`config.mk`:
```
export PLATFORM = sky130hd
export DESIGN_NAME = via_register_file_with_irq_logic_core
export DESIGN_NICKNAME = d
export VERILOG_FILES = /design/src/hw/rtl/vrf_pkg.sv /design/src/hw/rtl/via_register_file_with_irq_logic_core.sv /design/src/hw/rtl/vrf_exec.sv
export SDC_FILE = /design/constraint.sdc
export NUM_CORES = 1
export LEC_CHECK = 0
export BUFFER_PORTS_ARGS = -buffer_cell sky130_fd_sc_hd__buf_4
export CORE_MARGIN = 2
export CORE_UTILIZATION = 63
export CTS_CLUSTER_DIAMETER = 150
export DETAILED_ROUTE_END_ITERATION = 6
export PLACE_DENSITY = 0.94
export SYNTH_ARGS = -nofsm -noshare
export SYNTH_HDL_FRONTEND = slang
export SYNTH_SLANG_ARGS = --single-unit
```
`constraint.sdc`:
```
create_clock -name clock -period 6.7 [get_ports clock]
set_clock_uncertainty 0.1 [all_clocks]
set_input_delay 0.67 -clock clock [delete_from_list [all_inputs] [get_ports clock]]
set_output_delay 0.67 -clock clock [all_outputs]
set_load 0.005 [all_outputs]
```
`src/hw/rtl/vrf_pkg.sv`:
```
// shared types, register map codes and flag helpers for the via register file
// no dependencies; used by vrf_exec and via_register_file_with_irq_logic_core
`timescale 1ns / 1ps
`default_nettype none

package vrf_pkg;

   // bus access kinds
   typedef enum logic [1:0] {
      MODE_READ  = 2'd0,
      MODE_WRITE = 2'd1,
      MODE_RAISE = 2'd2,
      MODE_NONE  = 2'd3
   } mode_type;

   // standard 6522 register map
   typedef enum logic [3:0] {
      REG_ORB   = 4'd0,
      REG_ORA   = 4'd1,
      REG_DDRB  = 4'd2,
      REG_DDRA  = 4'd3,
      REG_T1CL  = 4'd4,
      REG_T1CH  = 4'd5,
      REG_T1LL  = 4'd6,
      REG_T1LH  = 4'd7,
      REG_T2CL  = 4'd8,
      REG_T2CH  = 4'd9,
      REG_SR    = 4'd10,
      REG_ACR   = 4'd11,
      REG_PCR   = 4'd12,
      REG_IFR   = 4'd13,
      REG_IER   = 4'd14,
      REG_ORANH = 4'd15
   } reg_addr_type;

   localparam logic [7:0]  ORB_RESET   = 8'hf0;
   localparam logic [15:0] COUNT_RESET = 16'hffff;
   localparam logic [7:0]  FLAG_MASK   = 8'h7f;
   localparam logic [7:0]  IRQ_SUMMARY = 8'h80;
   localparam logic [7:0]  FLAG_T1     = 8'h40;
   localparam logic [7:0]  FLAG_T2     = 8'h20;
   localparam logic [7:0]  FLAG_CB1    = 8'h10;
   localparam logic [7:0]  FLAG_CB2    = 8'h08;
   localparam logic [7:0]  PCR_CB2_SEL = 8'he0;
   localparam logic [7:0]  PCR_CB2_IND_A = 8'h20;
   localparam logic [7:0]  PCR_CB2_IND_B = 8'h60;
   localparam logic [7:0]  PB7_CLEAR   = 8'h7f;

   typedef struct packed {
      mode_type     mode;
      reg_addr_type reg_addr;
      logic [7:0]   write_data;
      logic [6:0]   raise_flags;
   } item_type;

   typedef struct packed {
      logic [7:0] device_data;
      logic       device_strobe;
      logic       latch_bit;
      logic [2:0] latch_index;
      logic       latch_valid;
      logic       irq_pulse;
      logic       access_error;
      logic [7:0] read_data;
   } result_type;

   // architectural state of the adapter
   typedef struct packed {
      logic [7:0]  orb;
      logic [7:0]  ddrb;
      logic [7:0]  ddra;
      logic [7:0]  t1cl;
      logic [7:0]  t1ch;
      logic [7:0]  t1ll;
      logic [7:0]  t1lh;
      logic [7:0]  t2cl;
      logic [7:0]  t2ch;
      logic [7:0]  acr;
      logic [7:0]  pcr;
      logic [7:0]  ifr;
      logic [7:0]  ier;
      logic [7:0]  oranh;
      logic [7:0]  t2_low_latch;
      logic [15:0] t1_count;
   } state_type;

   // state after reset: port b high nibble set, timer 1 count all ones
   localparam state_type STATE_RESET = '{orb: ORB_RESET, t1_count: COUNT_RESET, default: '0};

   // clear flags and recompute the summary bit
   function automatic logic [7:0] clear_flags(input logic [7:0] ifr, input logic [7:0] ier,
                                              input logic [7:0] mask);
      logic [7:0] f;
      f = ifr & ~mask & FLAG_MASK;
      if ((f & ier & FLAG_MASK) != 8'h00) begin
         f = f | IRQ_SUMMARY;
      end
      return f;
   endfunction

   // cb2 flag survives a port b access when pcr selects an independent cb2 mode
   function automatic logic [7:0] pb_clear_mask(input logic [7:0] pcr);
      logic [7:0] sel;
      sel = pcr & PCR_CB2_SEL;
      if (sel == PCR_CB2_IND_A || sel == PCR_CB2_IND_B) begin
         return FLAG_CB1;
      end
      return FLAG_CB1 | FLAG_CB2;
   endfunction

   // latch selections 0, 2 and 3 with data bit low address a device
   function automatic logic strobe_sel(input logic [7:0] pb);
      return (pb[3] == 1'b0) &&
             (pb[2:0] == 3'd0 || pb[2:0] == 3'd2 || pb[2:0] == 3'd3);
   endfunction

endpackage

`default_nettype wire

```
`src/hw/rtl/via_register_file_with_irq_logic_core.sv`:
```
// top level of the via register file: input register, state, result register
// depends on vrf_pkg and vrf_exec
`timescale 1ns / 1ps
`default_nettype none

// Register side of a 6522-style interface adapter. Each transfer on the req
// channel is one bus access (read, write or flag raise) and gives exactly one
// transfer on the rsp channel. An access is taken into an input register, its
// register file update and result are computed by combinational decode logic,
// and the result lands in an output register, which drives rsp_tvalid and
// rsp_tdata. With rsp_tready high an access is taken every clock;
// while a result waits on rsp, one more access is held in the input register
// and req_tready then stays low until the waiting result is taken.
// Reads and writes of ORA/IRA or SR raise access_error and change nothing.
module via_register_file_with_irq_logic_core (
   input  wire         clock,
   input  wire         reset,
   input  wire         req_tvalid,
   output logic        req_tready,
   // reg_addr[3:0], write_data[11:4], raise_flags[18:12], zero [23:19]
   input  wire  [23:0] req_tdata,
   // mode[1:0]
   input  wire  [1:0]  req_tuser,
   output logic        rsp_tvalid,
   input  wire         rsp_tready,
   // read_data[7:0], access_error[8], irq_pulse[9], latch_valid[10],
   // latch_index[13:11], latch_bit[14], device_strobe[15], device_data[23:16]
   output logic [23:0] rsp_tdata
);

   logic                in_valid_ff, in_valid_in;
   vrf_pkg::item_type   in_item_ff, in_item_in;
   logic                out_valid_ff, out_valid_in;
   vrf_pkg::result_type out_res_ff, out_res_in;
   vrf_pkg::state_type  state_ff, state_in;
   vrf_pkg::state_type  state_nxt;
   vrf_pkg::result_type exec_res;
   logic                advance;
   logic                req_take;

   // handshake and stage movement
   assign advance    = in_valid_ff && (!out_valid_ff || rsp_tready);
   assign req_tready = !in_valid_ff || advance;
   assign req_take   = req_tvalid && req_tready;

   vrf_exec u_exec (
      .item      (in_item_ff),
      .state_cur (state_ff),
      .state_nxt (state_nxt),
      .result    (exec_res)
   );

   // next values
   always_comb begin
      in_valid_in  = req_take ? 1'b1 : (advance ? 1'b0 : in_valid_ff);
      in_item_in   = in_item_ff;
      if (req_take) begin
         in_item_in.mode        = vrf_pkg::mode_type'(req_tuser);
         in_item_in.reg_addr    = vrf_pkg::reg_addr_type'(req_tdata[3:0]);
         in_item_in.write_data  = req_tdata[11:4];
         in_item_in.raise_flags = req_tdata[18:12];
      end
      out_valid_in = advance ? 1'b1 : (rsp_tready ? 1'b0 : out_valid_ff);
      out_res_in   = advance ? exec_res : out_res_ff;
      state_in     = advance ? state_nxt : state_ff;
   end

   // control and state registers
   always_ff @(posedge clock) begin
      if (reset) begin
         in_valid_ff  <= 1'b0;
         out_valid_ff <= 1'b0;
         state_ff     <= vrf_pkg::STATE_RESET;
      end else begin
         in_valid_ff  <= in_valid_in;
         out_valid_ff <= out_valid_in;
         state_ff     <= state_in;
      end
   end

   // payload registers
   always_ff @(posedge clock) begin
      in_item_ff <= in_item_in;
      out_res_ff <= out_res_in;
   end

   assign rsp_tvalid = out_valid_ff;
   assign rsp_tdata  = out_res_ff;

   // summary bit always matches pending enabled flags
   a_ifr_summary : assert property (@(posedge clock) disable iff (reset)
      state_ff.ifr[7] == ((state_ff.ifr[6:0] & state_ff.ier[6:0]) != 7'd0))
      else $error("ifr summary bit out of step with flags");

   // enable register never holds bit 7
   a_ier_bit7 : assert property (@(posedge clock) disable iff (reset)
      !state_ff.ier[7])
      else $error("ier bit 7 stored");

   // an error result carries nothing else
   a_error_clean : assert property (@(posedge clock) disable iff (reset)
      out_valid_ff && out_res_ff.access_error |->
         out_res_ff.read_data == 8'h00 && !out_res_ff.irq_pulse &&
         !out_res_ff.latch_valid && !out_res_ff.device_strobe)
      else $error("error result carries data");

   // latch fields are zero unless the latch was written
   a_latch_zero : assert property (@(posedge clock) disable iff (reset)
      out_valid_ff && !out_res_ff.latch_valid |->
         out_res_ff.latch_index == 3'd0 && !out_res_ff.latch_bit)
      else $error("latch fields set without latch write");

   // state changes only when an access advances
   a_state_hold : assert property (@(posedge clock) disable iff (reset)
      !$past(advance) && !$past(reset) |-> $stable(state_ff))
      else $error("state changed without an access");

endmodule

`default_nettype wire

```
`src/hw/rtl/vrf_exec.sv`:
```
// single pass access logic: next state and result for one bus access
// depends on vrf_pkg
`timescale 1ns / 1ps
`default_nettype none

module vrf_exec (
   input  var vrf_pkg::item_type   item,
   input  var vrf_pkg::state_type  state_cur,
   output vrf_pkg::state_type      state_nxt,
   output vrf_pkg::result_type     result
);

   logic [7:0] pb_new;
   logic [7:0] pa_new;
   logic [7:0] ier_new;
   logic [7:0] ifr_sum;
   logic [7:0] pb_mask;
   logic [7:0] raised;

   // candidate values computed ahead of the access decode
   always_comb begin
      pb_mask = vrf_pkg::pb_clear_mask(state_cur.pcr);
      raised  = {1'b0, item.raise_flags};
      pa_new  = (state_cur.oranh & ~state_cur.ddra) | (item.write_data & state_cur.ddra);
      if (item.reg_addr == vrf_pkg::REG_T1CH) begin
         pb_new = (state_cur.orb & ~state_cur.ddrb) |
                  (state_cur.orb & vrf_pkg::PB7_CLEAR & state_cur.ddrb);
      end else begin
         pb_new = (state_cur.orb & ~state_cur.ddrb) | (item.write_data & state_cur.ddrb);
      end
      if (item.write_data[7]) begin
         ier_new = (state_cur.ier | item.write_data) & vrf_pkg::FLAG_MASK;
      end else begin
         ier_new = state_cur.ier & ~item.write_data & vrf_pkg::FLAG_MASK;
      end
      ifr_sum = state_cur.ifr & vrf_pkg::FLAG_MASK;
      if ((ifr_sum & ier_new) != 8'h00) begin
         ifr_sum = ifr_sum | vrf_pkg::IRQ_SUMMARY;
      end
   end

   // access decode
   always_comb begin
      state_nxt = state_cur;
      result    = '0;
      case (item.mode)
         vrf_pkg::MODE_RAISE: begin
            state_nxt.ifr = state_cur.ifr | raised;
            if ((state_cur.ier & raised) != 8'h00) begin
               state_nxt.ifr    = state_cur.ifr | raised | vrf_pkg::IRQ_SUMMARY;
               result.irq_pulse = 1'b1;
            end
         end
         vrf_pkg::MODE_READ: begin
            case (item.reg_addr)
               vrf_pkg::REG_ORA, vrf_pkg::REG_SR: begin
                  result.access_error = 1'b1;
               end
               vrf_pkg::REG_ORB: begin
                  state_nxt.ifr = vrf_pkg::clear_flags(state_cur.ifr, state_cur.ier, pb_mask);
                  result.read_data = state_cur.orb;
               end
               vrf_pkg::REG_T1CL: begin
                  state_nxt.ifr = vrf_pkg::clear_flags(state_cur.ifr, state_cur.ier,
                                                       vrf_pkg::FLAG_T1);
                  result.read_data = state_cur.t1_count[7:0];
               end
               vrf_pkg::REG_T1CH: result.read_data = state_cur.t1_count[15:8];
               vrf_pkg::REG_DDRB: result.read_data = state_cur.ddrb;
               vrf_pkg::REG_DDRA: result.read_data = state_cur.ddra;
               vrf_pkg::REG_T1LL: result.read_data = state_cur.t1ll;
               vrf_pkg::REG_T1LH: result.read_data = state_cur.t1lh;
               vrf_pkg::REG_T2CL: result.read_data = state_cur.t2cl;
               vrf_pkg::REG_T2CH: result.read_data = state_cur.t2ch;
               vrf_pkg::REG_ACR:  result.read_data = state_cur.acr;
               vrf_pkg::REG_PCR:  result.read_data = state_cur.pcr;
               vrf_pkg::REG_IFR:  result.read_data = state_cur.ifr;
               vrf_pkg::REG_IER:  result.read_data = state_cur.ier | vrf_pkg::IRQ_SUMMARY;
               vrf_pkg::REG_ORANH: result.read_data = state_cur.oranh;
               default: result = '0;
            endcase
         end
         vrf_pkg::MODE_WRITE: begin
            case (item.reg_addr)
               vrf_pkg::REG_ORA, vrf_pkg::REG_SR: begin
                  result.access_error = 1'b1;
               end
               // port b write drives the addressable latch
               vrf_pkg::REG_ORB, vrf_pkg::REG_T1CH: begin
                  state_nxt.orb = pb_new;
                  result.latch_valid = 1'b1;
                  result.latch_index = pb_new[2:0];
                  result.latch_bit   = pb_new[3];
                  if (vrf_pkg::strobe_sel(pb_new)) begin
                     result.device_strobe = 1'b1;
                     result.device_data   = state_cur.oranh;
                  end
                  if (item.reg_addr == vrf_pkg::REG_T1CH) begin
                     state_nxt.t1ch     = item.write_data;
                     state_nxt.t1lh     = item.write_data;
                     state_nxt.t1cl     = state_cur.t1ll;
                     state_nxt.t1_count = {item.write_data, state_cur.t1ll};
                     state_nxt.ifr = vrf_pkg::clear_flags(state_cur.ifr, state_cur.ier,
                                                          pb_mask | vrf_pkg::FLAG_T1);
                  end else begin
                     state_nxt.ifr = vrf_pkg::clear_flags(state_cur.ifr, state_cur.ier,
                                                          pb_mask);
                  end
               end
               vrf_pkg::REG_DDRB: state_nxt.ddrb = item.write_data;
               vrf_pkg::REG_DDRA: state_nxt.ddra = item.write_data;
               vrf_pkg::REG_PCR:  state_nxt.pcr  = item.write_data;
               vrf_pkg::REG_T1LH: state_nxt.t1lh = item.write_data;
               vrf_pkg::REG_T1CL, vrf_pkg::REG_T1LL: state_nxt.t1ll = item.write_data;
               vrf_pkg::REG_T2CL: state_nxt.t2_low_latch = item.write_data;
               vrf_pkg::REG_T2CH: begin
                  state_nxt.t2ch = item.write_data;
                  state_nxt.t2cl = state_cur.t2_low_latch;
                  state_nxt.ifr  = vrf_pkg::clear_flags(state_cur.ifr, state_cur.ier,
                                                        vrf_pkg::FLAG_T2);
               end
               vrf_pkg::REG_ACR: state_nxt.acr = item.write_data;
               vrf_pkg::REG_IER: begin
                  state_nxt.ier    = ier_new;
                  state_nxt.ifr    = ifr_sum;
                  result.irq_pulse = ifr_sum[7];
               end
               vrf_pkg::REG_IFR: begin
                  state_nxt.ifr = vrf_pkg::clear_flags(state_cur.ifr, state_cur.ier,
                                                       item.write_data);
               end
               vrf_pkg::REG_ORANH: begin
                  state_nxt.oranh = pa_new;
                  if (vrf_pkg::strobe_sel(state_cur.orb)) begin
                     result.device_strobe = 1'b1;
                     result.device_data   = pa_new;
                  end
               end
               default: result = '0;
            endcase
         end
         default: result = '0;
      endcase
   end

endmodule

`default_nettype wire

```
==> Yosys cells after proc, flatten, opt, wreduce, memory -nomap -nowiden <==
Index checks and enable logic that the tools add are counted.
{ "totals": {"output_inout_bits": 26, "regBits": 166, "inputBits": 30, "wordCells": 171} }
{ "classes": {"reduce_logical": 48, "n_bitwise": 28, "n_eq_ne": 32, "muxes": 32} }
{ "op_table": {"columns": ["operator", "n"], "rows": [
  ["$pmux 8 s14", 1],
  ["$mux 8", 10],
  ["$and 7x7->7", 10],
  ["$reduce_bool 8->1", 7],
  ["$pmux 9 s2", 2],
  ["$and 8x8->8", 4],
  ["$eq 4x4->1 const B", 8],
  ["$pmux 8 s2", 2],
  ["$pmux 8 s4", 1],
  ["$reduce_and 3->1", 10],
  ["$or 8x8->8", 3],
  ["$pmux 8 s3", 1],
  ["$mux 7", 3],
  ["$not 7->7", 3],
  ["$mux 9", 2],
  ["$eq 4x3->1 const B", 4],
  ["$not 8->8", 2],
  ["$eq 3x2->1 const B", 5],
  ["$reduce_and 4->1", 3],
  ["$reduce_and 6->1", 2],
  ["$mux 1", 9],
  ["$and 7x8->8", 1],
  ["$eq 4x2->1 const B", 2],
  ["$ne 2x2->1 const B", 4],
  ["24 further kinds", 41]
]} }

==> Longest topological paths before layout <==
Gate-level depths: netlist of run 1.
{ "depth": {"word_depth": 12, "mapped_depth": 9, "ltp_nobuf": 7} }

==> Cells and area by module <==
Synthesis of run 1 repeated with hierarchy kept, for this count alone.
{ "hier_totals": {"cells_unflattened": 1229, "area_unflattened_um2": 11622.4} }
{ "by_module_without_submodules": {"columns": ["module", "instances", "area_each_um2", "seq_area_each_um2", "cells_per_inst"], "rows": [
  ["via_register_file_with_irq_logic_core", 1, 7544.7, 4113.9, 644],
  ["vrf_exec", 1, 4077.7, 0.0, 585]
]} }

==> Worst setup path after synthesis of run 1 <==
Ideal clock, no wire load.
{ "synth_path": {"kind": "input port to flip-flop", "from": "input rsp_tready", "to": "register out_res_ff (netlist bit rsp_tdata[0]), enable pin", "setup_time_ps": 405, "slack_ps": 4275, "path_stages": 3, "required_time_ps": 6195, "t_arrival_ps": 1921, "path_buffers": 1, "cell_sequence": "nor2b_1 -> buf_2 -> nor2_1"} }
{ "synth_via": {"elab_chain_cells": 2} }
{ "synth_lines": {"columns": ["element", "line", "text"], "rows": [
  ["start: declaration", "via_register_file_with_irq_logic_core.sv:25", "input wire rsp_tready,"],
  ["$logic_or 1x1->1", "via_register_file_with_irq_logic_core.sv:42", "assign advance = in_valid_ff && (!out_valid_ff || rsp_tready);"],
  ["$logic_and 1x1->1", "via_register_file_with_irq_logic_core.sv:42", null],
  ["named net advance", "via_register_file_with_irq_logic_core.sv:38", "logic advance;"],
  ["end signal: assignment", "via_register_file_with_irq_logic_core.sv:84", "out_res_ff <= out_res_in;"],
  ["end: declaration", "via_register_file_with_irq_logic_core.sv:34", "vrf_pkg::result_type out_res_ff, out_res_in;"]
]} }
The timed path passes the listed nets, and every way through them passes these cells.
A chain may end at the register's enable or synchronous reset.

==> Worst setup path in the final report of run 1 <==
{ "layout_path": {"from": "register in_item_ff[15] (netlist bit)", "to": "register out_res_ff (netlist bit rsp_tdata[16]) (data pin)"} }
{ "layout_via": {"elab_chain_cells": 8, "elab_cells_between_ends": 14, "cone_classes": "eq/ne (4); mux (3); bitwise (1); reduce/logical (6)"} }
{ "layout_lines": {"columns": ["element", "line", "text"], "rows": [
  ["start: declaration", "via_register_file_with_irq_logic_core.sv:32", "vrf_pkg::item_type in_item_ff, in_item_in;"],
  ["start signal: assignment", "via_register_file_with_irq_logic_core.sv:83", "in_item_ff <= in_item_in;"],
  ["$eq 4x3->1", "vrf_exec.sv:25, vrf_exec.sv:84", null],
  ["$mux 8", "vrf_exec.sv:25", "if (item.reg_addr == vrf_pkg::REG_T1CH) begin"],
  ["$eq 3x2->1 or $logic_not 3->1 (tied branches)", "vrf_pkg.sv:114", "(pb[2:0] == 3'd0 || pb[2:0] == 3'd2 || pb[2:0] == 3'd3);"],
  ["$logic_or 1x1->1 (2 in series)", "vrf_pkg.sv:114", null],
  ["$logic_and 1x1->1", "vrf_pkg.sv:113", "return (pb[3] == 1'b0) &&"],
  ["$mux 9", "vrf_exec.sv:94", "if (vrf_pkg::strobe_sel(pb_new)) begin"],
  ["$pmux 9 s2 (*)", "vrf_exec.sv:84", "case (item.reg_addr)"]
]} }
Every way passes the cells marked *; elsewhere a longest branch is shown, timed or not.

==> results of run 1 <==
==> how the worst min path moves through the flow <==
stage / startpoint / end / slack (ns) / cells past startpoint
after global placement: state_ff[62] / state_ff[62] / 0.33 / 2
after global routing: req_tdata[17] / in_item_ff[5] / 0.30 / 1
final: req_tdata[11] / in_item_ff[14] / 0.31 / 1
after detailed placement: state_ff[21] / state_ff[77] / 0.34 / 2
after CTS: req_tdata[11] / in_item_ff[14] / 0.30 / 1
after floorplan: state_ff[62] / state_ff[62] / 0.33 / 2
==> report_power, final <==
| part | internal [mW] | switching, mW |
|---|---|---|
| combinational | 0.0525 | 0.104 |
| sequential | 1.05 | 0.0264 |
| clock | 0.515 | 0.389 |
| total | 1.62 | 0.519 |
==> cell usage in the layout (no fill, tap or decap), types with 9 or more instances in the layout <==
cell type and n:
nand2_1 156, dfxtp_1 121, nor2_1 89, a21oi_1 68, mux2i_1 67, buf_4 56
edfxtp_1 45, nand3_1 39, nand3b_1 24, o21ai_0 22, a22oi_1 19, clkbuf_16 17
nor2b_1 16, mux2_2 13, nand4_1 11, inv_1 10, o21ai_1 10, nand2b_1 9
a31oi_1 9
==> critical path: cells and delay by family, from the launching register on <==
family,cells,cell delay (ns)
AOI/OAI and AO/OA,4,1.24
DFF,1,0.33
and+or+nand+nor,1,0.80
buffers and inverters,1,0.55
==> layer usage <==
metal	global-route usage (%)	vias up
met4	21.1	0
met2	52.0	603
met3	10.7	150
li1	-	3325
met1	43.6	3394
met5	0	-
==> through the flow <==
stage	cells	area, um2	power, mW	hold WS, ns
floorplan	918	8300	1.19	0.328
global placement	1078	8610	1.24	0.335
detailed placement	1078	8610	1.24	0.343
CTS	1110	9140	2.12	0.303
global route	1110	9140	2.19	0.295
finish	1110	9140	2.13	0.308
==> registers in the layout, indices dropped and copies added (netlist names), named ones only <==
| register | count |
|---|---|
| in_item_ff | 21 |
| rsp_tvalid | 1 |
| rsp_tdata | 24 |
| state_ff | 115 |
| in_valid_ff | 1 |
==> cells by family after synthesis <==
family / share of synthesized area (%)
AO/OA/AOI/OAI: 15.5
XOR/XNOR: 0.106
adder cells (fa/ha/maj): 0.603
buffers and inverters: 4.54
flip-flops: 45.4
multiplexers: 9.84
AND/OR/NAND/NOR: 24.0
==> area by class of cell <==
| class | count | share of cell area, % |
|---|---|---|
| tap | 172 | 2.35 |
| multi-input combinational | 673 | 45.5 |
| clock buffer | 22 | 4.97 |
| inverter | 11 | 0.452 |
| timing repair buffer | 56 | 4.60 |
| clock inverter | 10 | 0.890 |
| sequential | 166 | 41.3 |
==> impl_metrics.ini, run 1 <==
[clocking]
cts_buffers = 17
cts_root_buffer = clkbuf_16
cts_resized = 0
clock-sinks = 166
holdBufCountCts = 0
cts_tree = done
postCtsSetupRepairBufs = 0
cts_buffer_depth = 2
cts_max_level = 4
clock_latency_ns = 0.44
clk_pin_slew_worst_paths_ns = 0.06

[timing]
fin_crit_sh_pct = 49.4
fin_tns_setup_ns = 0
max_freq_ghz = 0.302
finalSetupViolCount = 0
tightestPinTransition_ns = 1.25
maxSlewHeadroom_pct = 16.3
maxSlewViolCount = 0
setup_ws_ns = 3.39
finalHoldViolCount = 0
rsz0062_at_grt = false
fin_crit_ns = 3.31

[cells_and_area]
ff_latch_area_um2 = 3770
drive_gt1_share_pct = 13.8
antenna_cells = 0
area_growth_pct = 10.1
multi_input_area_um2 = 4160
fin_nets = 959
fillCellCount = 930
utilization_pct = 71.9

[floorplan]
initial_core_util_pct = 65.3
rows = 41
dieArea_um2 = 14100
die_x_um = 119
core_um2 = 12700
io_pins = 56
dieHeight_um = 119

[route]
wl_met3_mm = 3.03
detail_route.iter0.violations = 1470
vias = 7472
route.detailed.wl_per_inst_um = 21.7
wl_met2_mm = 10.6
drc = 13
firstDrtPassIters = 7
totalWireLength_mm = 24.1
wl_met1_mm = 8.97
viasPerCell = 6.73
top_layer = met4
postRouteAntennaNets = 0

[worst_setup_path]
arrival_ns = 3.39
required_ns = 6.78
crit_path_max_incr_delay_ns = 0.80
startpoint_type = register
reg2reg_slack_ns = 3.39
worstRegToRegCells = 6
crit_path_cell_trace = buf_4, nand4bb_1, a21boi_0, o211ai_2, a21oi_1, o21ai_1
cp_slowest_cell = nand4bb_1
worst_r2r_startpoint = in_item_ff[15]
endpoint_kind = register
criticalPathCategory = reg2reg
crit_fanout = 66
r2r-end = rsp_tdata[16]
crit_start = in_item_ff[15]
cp-endpoint = rsp_tdata[16]

[yosys]
synth_common_cells = nand2_1, dfxtp_1, nor2_1
synth_cell_types = 78
ys_seq_area_share_pct = 45.4
synth_edf_count = 45
avgSynthCellArea_um2 = 9.04
synth.most_common_cell = nand2_1
async_reset_ff_share_pct = 0
netlist_instances = 918
synth_top_cell_by_area = dfxtp_1
synth-seq-cells = 166
syn_nets = 952
yosysWarnings = 0
synth.top_cell.area_share_pct = 29.2
synth_area_um2 = 8300
yosys_most_used_dff = dfxtp_1
synth_area_leaders = dfxtp_1, edfxtp_1, mux2i_1

[placement]
gp_congestion = 1.04
dp_hpwl_mm = 15.3
io_buffers = 50
pre_cts_slack_ns = 3.59

[global_route]
grt_pass1_vias = 7130
antenna_found_initial = 0
grt_max_degree = 123
grt-ovfl-total = 0
grt_usage_pct = 34.6
grt_pass1_wl_mm = 37.8

[run_status]
status = finished with violations
violations = design-rule violations

[pwr]
vdd_ir_drop_max_uv = 252
p_per_area_nw_per_um2 = 233
p_leak_nw = 3.41

[job]
maxCapViolCount = 0

[worst_hold_path]
hold_path.class = in2reg
No activity file was read; power rests on OpenSTA's default activity.
==> run 2: changes to the inputs <==
--- a/config.mk
+++ b/config.mk
@@ -5,12 +5,13 @@
 export SDC_FILE = /design/constraint.sdc
 export NUM_CORES = 1
 export LEC_CHECK = 0
+export ABC_AREA = 1
 export BUFFER_PORTS_ARGS = -buffer_cell sky130_fd_sc_hd__buf_4
 export CORE_MARGIN = 2
-export CORE_UTILIZATION = 63
+export CORE_UTILIZATION = 60
 export CTS_CLUSTER_DIAMETER = 150
 export DETAILED_ROUTE_END_ITERATION = 6
-export PLACE_DENSITY = 0.94
+export PLACE_DENSITY = 0.91
 export SYNTH_ARGS = -nofsm -noshare
 export SYNTH_HDL_FRONTEND = slang
 export SYNTH_SLANG_ARGS = --single-unit
==> constraint.sdc (replaced) <==
create_clock -name clock -period 3.4 [get_ports clock]
set_clock_uncertainty 0.1 [all_clocks]
set_input_delay 0.34 -clock clock [delete_from_list [all_inputs] [get_ports clock]]
set_output_delay 0.34 -clock clock [all_outputs]
set_load 0.005 [all_outputs]
==> run 2 against run 1 <==
Net effect: die area fell by 6.5%; the flow still finishes with violations (design-rule violations); largest power group unchanged; routed wire length shrank 12%; critical endpoint is now state_ff[131]; critical path type unchanged; worst setup slack worse by 2.5 ns; highest routed layer unchanged.
==> impl_metrics.ini, run 2 <==
[run_status]
status = finished with violations
violations = design-rule violations

[worst_setup_path]
crit_fanout = 8
required_ns = 3.62
criticalPathCategory = reg2reg
cp_slowest_cell = edfxtp_1
path_common_cell = nand2_1
arrival_ns = 2.68
crit_path_cell_trace = nor2_1, nand2_1, nand2_1, nand2_1, nor2_2, inv_1, o21ai_0, a21oi_1
endpoint_kind = register
startpoint_type = register
crit_path_max_incr_delay_ns = 0.48

[clocking]
clock-sinks = 166
cts_resized = 0
cts_root_buffer = clkbuf_16
cts_buffer_depth = 2
cts_buffers = 17
clk_pin_slew_worst_paths_ns = 0.07
clock_latency_ns = 0.44
cts_max_level = 4
cts_tree = done

[cells_and_area]
top_register = state_ff
fin_cells = 1175
drive_gt1_share_pct = 11.1
fillCellCount = 907
antenna_cells = 0
area_growth_pct = 18.0
ff_latch_area_um2 = 3770
fin_nets = 1049
largest_reg_flops = 115
multi_input_area_um2 = 3150
final_cell_mix = nand2_1, o21ai_0, dfxtp_1, a21oi_1, nor2_1
layout_commonest_cell = nand2_1

[placement]
place_inst = 1122
gp_congestion = 0.974
pre_cts_slack_ns = 1.04
dp_hpwl_mm = 14.2
io_buffers = 50

[yosys]
synth_area_leaders = dfxtp_1, edfxtp_1, nand2_1
yosysWarnings = 0
syn_nets = 984
synth_common_cells = nand2_1, o21ai_0, dfxtp_1
netlist_instances = 950
synth_cell_types = 34
synth.most_common_cell = nand2_1
yosys_most_used_dff = dfxtp_1
synth.top_cell.area_share_pct = 32.8
synth_edf_count = 45
async_reset_ff_share_pct = 0
synth_top_cell_by_area = dfxtp_1
synth_area_um2 = 7380
ys_seq_area_share_pct = 51.1
avgSynthCellArea_um2 = 7.77
synth-seq-cells = 166

[timing]
maxSlewHeadroom_pct = 38.6
fin_tns_setup_ns = 0
finalHoldViolCount = 0
finalSetupViolCount = 0
rsz0062_at_grt = false
fin_crit_sh_pct = 72.4
maxSlewViolCount = 0
hold_ws_ns = 0.0698
max_freq_ghz = 0.406
tightestPinTransition_ns = 0.917
fin_crit_ns = 2.46
setup_ws_ns = 0.940

[pwr]
vdd_ir_drop_max_uv = 499
p_per_area_nw_per_um2 = 503
finalPower_mw = 4.38
p_leak_nw = 3.59

[floorplan]
io_pins = 56
dieArea_um2 = 13200
rows = 40
core_um2 = 12000
dieHeight_um = 115
die_x_um = 115
initial_core_util_pct = 61.4

[global_route]
antenna_found_initial = 0
grt_max_degree = 63
grt_usage_pct = 33.2
grt-ovfl-total = 0
grt_pass1_vias = 6500
grt_pass1_wl_mm = 33.4

[job]
maxCapViolCount = 0

[route]
firstDrtPassIters = 7
vias = 7121
viasPerCell = 6.06
totalWireLength_mm = 21.1
route.detailed.wl_per_inst_um = 18.0
detail_route.iter0.violations = 977
postRouteAntennaNets = 0
drc = 1

[worst_hold_path]
hold_path.class = in2reg
-- run 2: power breakdown --
part	total (mW)	switching, mW	internal [mW]
logic	0.272	0.177	0.0950
clock network	2.00	0.844	1.16
registers	2.11	0.0370	2.07
total	4.38	1.06	3.32
-- run 2: logic make-up (layout without fill, tap and decap cells) --
group	after synthesis	count (layout)	synth area share (%)
flops	166	166	51.1
buf+inv	111	189	6.12
simple gates	403	403	22.9
compound gates	266	266	19.2
fa+ha+maj	4	4	0.678
-- run 2: stage by stage --
stage / util, % / area (um2)
floorplan: - / 7380
global placement: 65.6 / 7880
detailed placement: 65.6 / 7880
CTS: 72.5 / 8710
global route: 72.5 / 8710
finish: 72.5 / 8710
-- run 2: critical path: cells and delay by family (launching register included) --
family	cells	cell delay, ns
AND/OR/NAND/NOR	5	1.26
AO/OA/AOI/OAI	2	0.32
flip-flops	1	0.48
buffers and inverters	1	0.19
-- run 2: cell type report --
| type | instances | area share [%] |
|---|---|---|
| inverter | 72 | 3.10 |
| timing repair buffer | 85 | 8.07 |
| tap | 147 | 2.11 |
| multi-input combinational | 673 | 36.2 |
| clock buffer | 20 | 5.75 |
| clock inverter | 12 | 1.42 |
| sequential | 166 | 43.3 |
-- run 2: layer usage --
layer  track usage [%]  routed length (um)  up-vias
li1                  -                   -     3347
met1              44.0                8400     3235
met2              51.2                9440      463
met3              8.59                2410       76
met4              15.9                 902        0
met5                 0                   0        -
-- run 2: path summary, 6_finish.rpt --
path	start	to	slack [ns]	depth (start not counted)
setup / recovery	in_item_ff[18]	state_ff[131]	0.94	8
hold / removal	req_tvalid	in_valid_ff	0.07	3
setup reg to reg	in_item_ff[18]	state_ff[131]	0.94	8
hold reg to reg	state_ff[4]	state_ff[4]	0.36	2
-- run 2: timing repair --
item                                    4_1_cts  5_1_grt
hold endpoints to repair                     21        0
buffers inserted                              0        0
hold buffers                                 21        0
endpoints found under the setup margin        0        0
==> run 3: changes to the inputs <==
--- a/config.mk
+++ b/config.mk
@@ -8,10 +8,10 @@
 export ABC_AREA = 1
 export BUFFER_PORTS_ARGS = -buffer_cell sky130_fd_sc_hd__buf_4
 export CORE_MARGIN = 2
-export CORE_UTILIZATION = 60
+export CORE_UTILIZATION = 54
 export CTS_CLUSTER_DIAMETER = 150
 export DETAILED_ROUTE_END_ITERATION = 6
-export PLACE_DENSITY = 0.91
+export PLACE_DENSITY = 0.87
 export SYNTH_ARGS = -nofsm -noshare
 export SYNTH_HDL_FRONTEND = slang
 export SYNTH_SLANG_ARGS = --single-unit
==> constraint.sdc (replaced) <==
create_clock -name clock -period 2 [get_ports clock]
set_clock_uncertainty 0.1 [all_clocks]
set_input_delay 0.2 -clock clock [delete_from_list [all_inputs] [get_ports clock]]
set_output_delay 0.2 -clock clock [all_outputs]
set_load 0.005 [all_outputs]
==> run 3 against run 2 <==
Net effect: the flow finishes with violations (negative setup slack); critical path depth grew 1; global-route usage shrank 1.6 points; sequential power grew 70%; final area grew 7.7%; routed wire length grew 9.1%; worst setup slack lost 1.0 ns; non-clock buffer count grew 60; maximum frequency grew 19%; final cell count grew 7.7%; register-to-register slack lost 1.0 ns.
==> impl_metrics.ini, run 3 (same netlist as run 2, synthesis figures left out) <==
[floorplan]
initial_core_util_pct = 55.5
rows = 42
io_pins = 56
dieHeight_um = 121
die_x_um = 121
dieArea_um2 = 14600
core_um2 = 13300

[run_status]
status = finished with violations
violations = negative setup slack

[timing]
finalSetupViolCount = 7
tightestPinTransition_ns = 0.387
max_freq_ghz = 0.485
rsz0062_at_grt = true
maxSlewHeadroom_pct = 74.2
setup_ws_ns = -0.0600
fin_crit_sh_pct = 103
finalHoldViolCount = 0
fin_crit_ns = 2.06
maxSlewViolCount = 0

[worst_setup_path]
arrival_ns = 2.14
criticalPathCategory = reg2reg
crit_fanout = 8
startpoint_type = register
worst_r2r_startpoint = in_item_ff[15]
required_ns = 2.08
endpoint_kind = register
crit_start = in_item_ff[15]

[route]
detail_route.iter0.violations = 1029
viasPerCell = 5.91
postRouteAntennaNets = 0
vias = 7474
firstDrtPassIters = 6
route.detailed.wl_per_inst_um = 18.2
drc = 0
totalWireLength_mm = 23.1

[cells_and_area]
area_growth_pct = 27.1
drive_gt1_share_pct = 19.7
fin_nets = 1110
top_register = state_ff
utilization_pct = 70.6
fin_area_um2 = 9380
largest_reg_flops = 115
fin_cells = 1265
antenna_cells = 0
layout_commonest_cell = nand2_1
final_cell_mix = nand2_1, dfxtp_1, o21ai_0, buf_4, a21oi_1

[placement]
place_inst = 1195
dp_hpwl_mm = 15.2
gp_congestion = 1.01
io_buffers = 50
dpl-instance-area_um2 = 8270
pre_cts_slack_ns = -0.108

[global_route]
grt_max_degree = 69
grt_pass1_wl_mm = 35.3
grt_usage_pct = 31.6
antenna_found_initial = 0
grt_pass1_vias = 6858
grt-ovfl-total = 0

[clocking]
clock_latency_ns = 0.44
clk_pin_slew_worst_paths_ns = 0.06
cts_root_buffer = clkbuf_16
cts_tree = done
clock-sinks = 166
cts_buffers = 17
cts_max_level = 4
cts_buffer_depth = 2

[job]
maxCapViolCount = 0

[pwr]
finalPower_mw = 7.21
p_leak_nw = 3.87
vdd_ir_drop_max_uv = 581
p_per_area_nw_per_um2 = 768

[worst_hold_path]
hold_path.class = in2reg
hold_start = reset
==> run 3: cell types whose count changed in the layout (fill, tap and decap cells not counted), moves of 8 or more <==
cell | before | now
nor2_1 | 85 | 77
inv_1 | 67 | 56
nand2_2 | 3 | 12
nand2_1 | 227 | 218
inv_2 | 4 | 12
buf_4 | 63 | 113
==> run 3: stage by stage <==
| step | setup TNS [ns] | hold slack, ns |
|---|---|---|
| 2_1_floorplan | 0 | 0.199 |
| 5_1_grt | -1.75 | 0.143 |
| 4_1_cts | -0.0105 | 0.114 |
| 3_3_place_gp | -0.00162 | 0.278 |
| 3_5_place_dp | -0.912 | 0.279 |
| 6_report | -0.185 | 0.138 |
==> run 3: final cells by class <==
type                    count  area (um2)
clock buffers              22         464
clock inverters            10        82.6
fillers                  1010        3920
inverters                  72         279
multi-input cells         674        3330
flip-flops and latches    166        3770
well taps                 176         220
repair buffers            145        1230
==> run 3: layer usage <==
layer / share of wire, % / GRT usage (%) / routed length, um
met5: 0 / 0 / 0
met4: 5.1 / 18.6 / 1190
met3: 9.7 / 5.87 / 2240
met2: 47 / 50.7 / 10900
met1: 38 / 39.8 / 8720
==> run 3: worst paths after layout <==
check | end | slack, ns | cells past startpoint
max | rsp_tdata[7] | -0.06 | 9
min | in_valid_ff | 0.14 | 3
max reg2reg | rsp_tdata[7] | -0.06 | 9
min reg2reg | state_ff[1] | 0.36 | 2
==> run 3: worst max-delay path, stage by stage, from the launching register on <==
cell and delay [ns]:
edfxtp_1 0.52, inv_2 0.12, nand2_1 0.15, nor2_1 0.08, buf_4 0.17, nand2_1 0.07
nand3_1 0.08, or2_1 0.22, nor3_1 0.20, nor2_1 0.08
==> run 3: power by group <==
part | internal, mW | leakage, nW | switching (mW)
registers | 3.52 | 1.41 | 0.0653
logic | 0.233 | 2.18 | 0.341
clock network | 1.76 | 0.269 | 1.28
==> run 3: timing repair <==
action / in CTS / in global routing
buffers inserted: 6 / 7
hold buffers: 23 / 0
endpoints found under the setup margin: 28 / 116
gates cloned: 1 / 1
endpoints found under the hold margin: 23 / 0
pin swaps: 3 / 13
gates resized for setup: 13 / 54
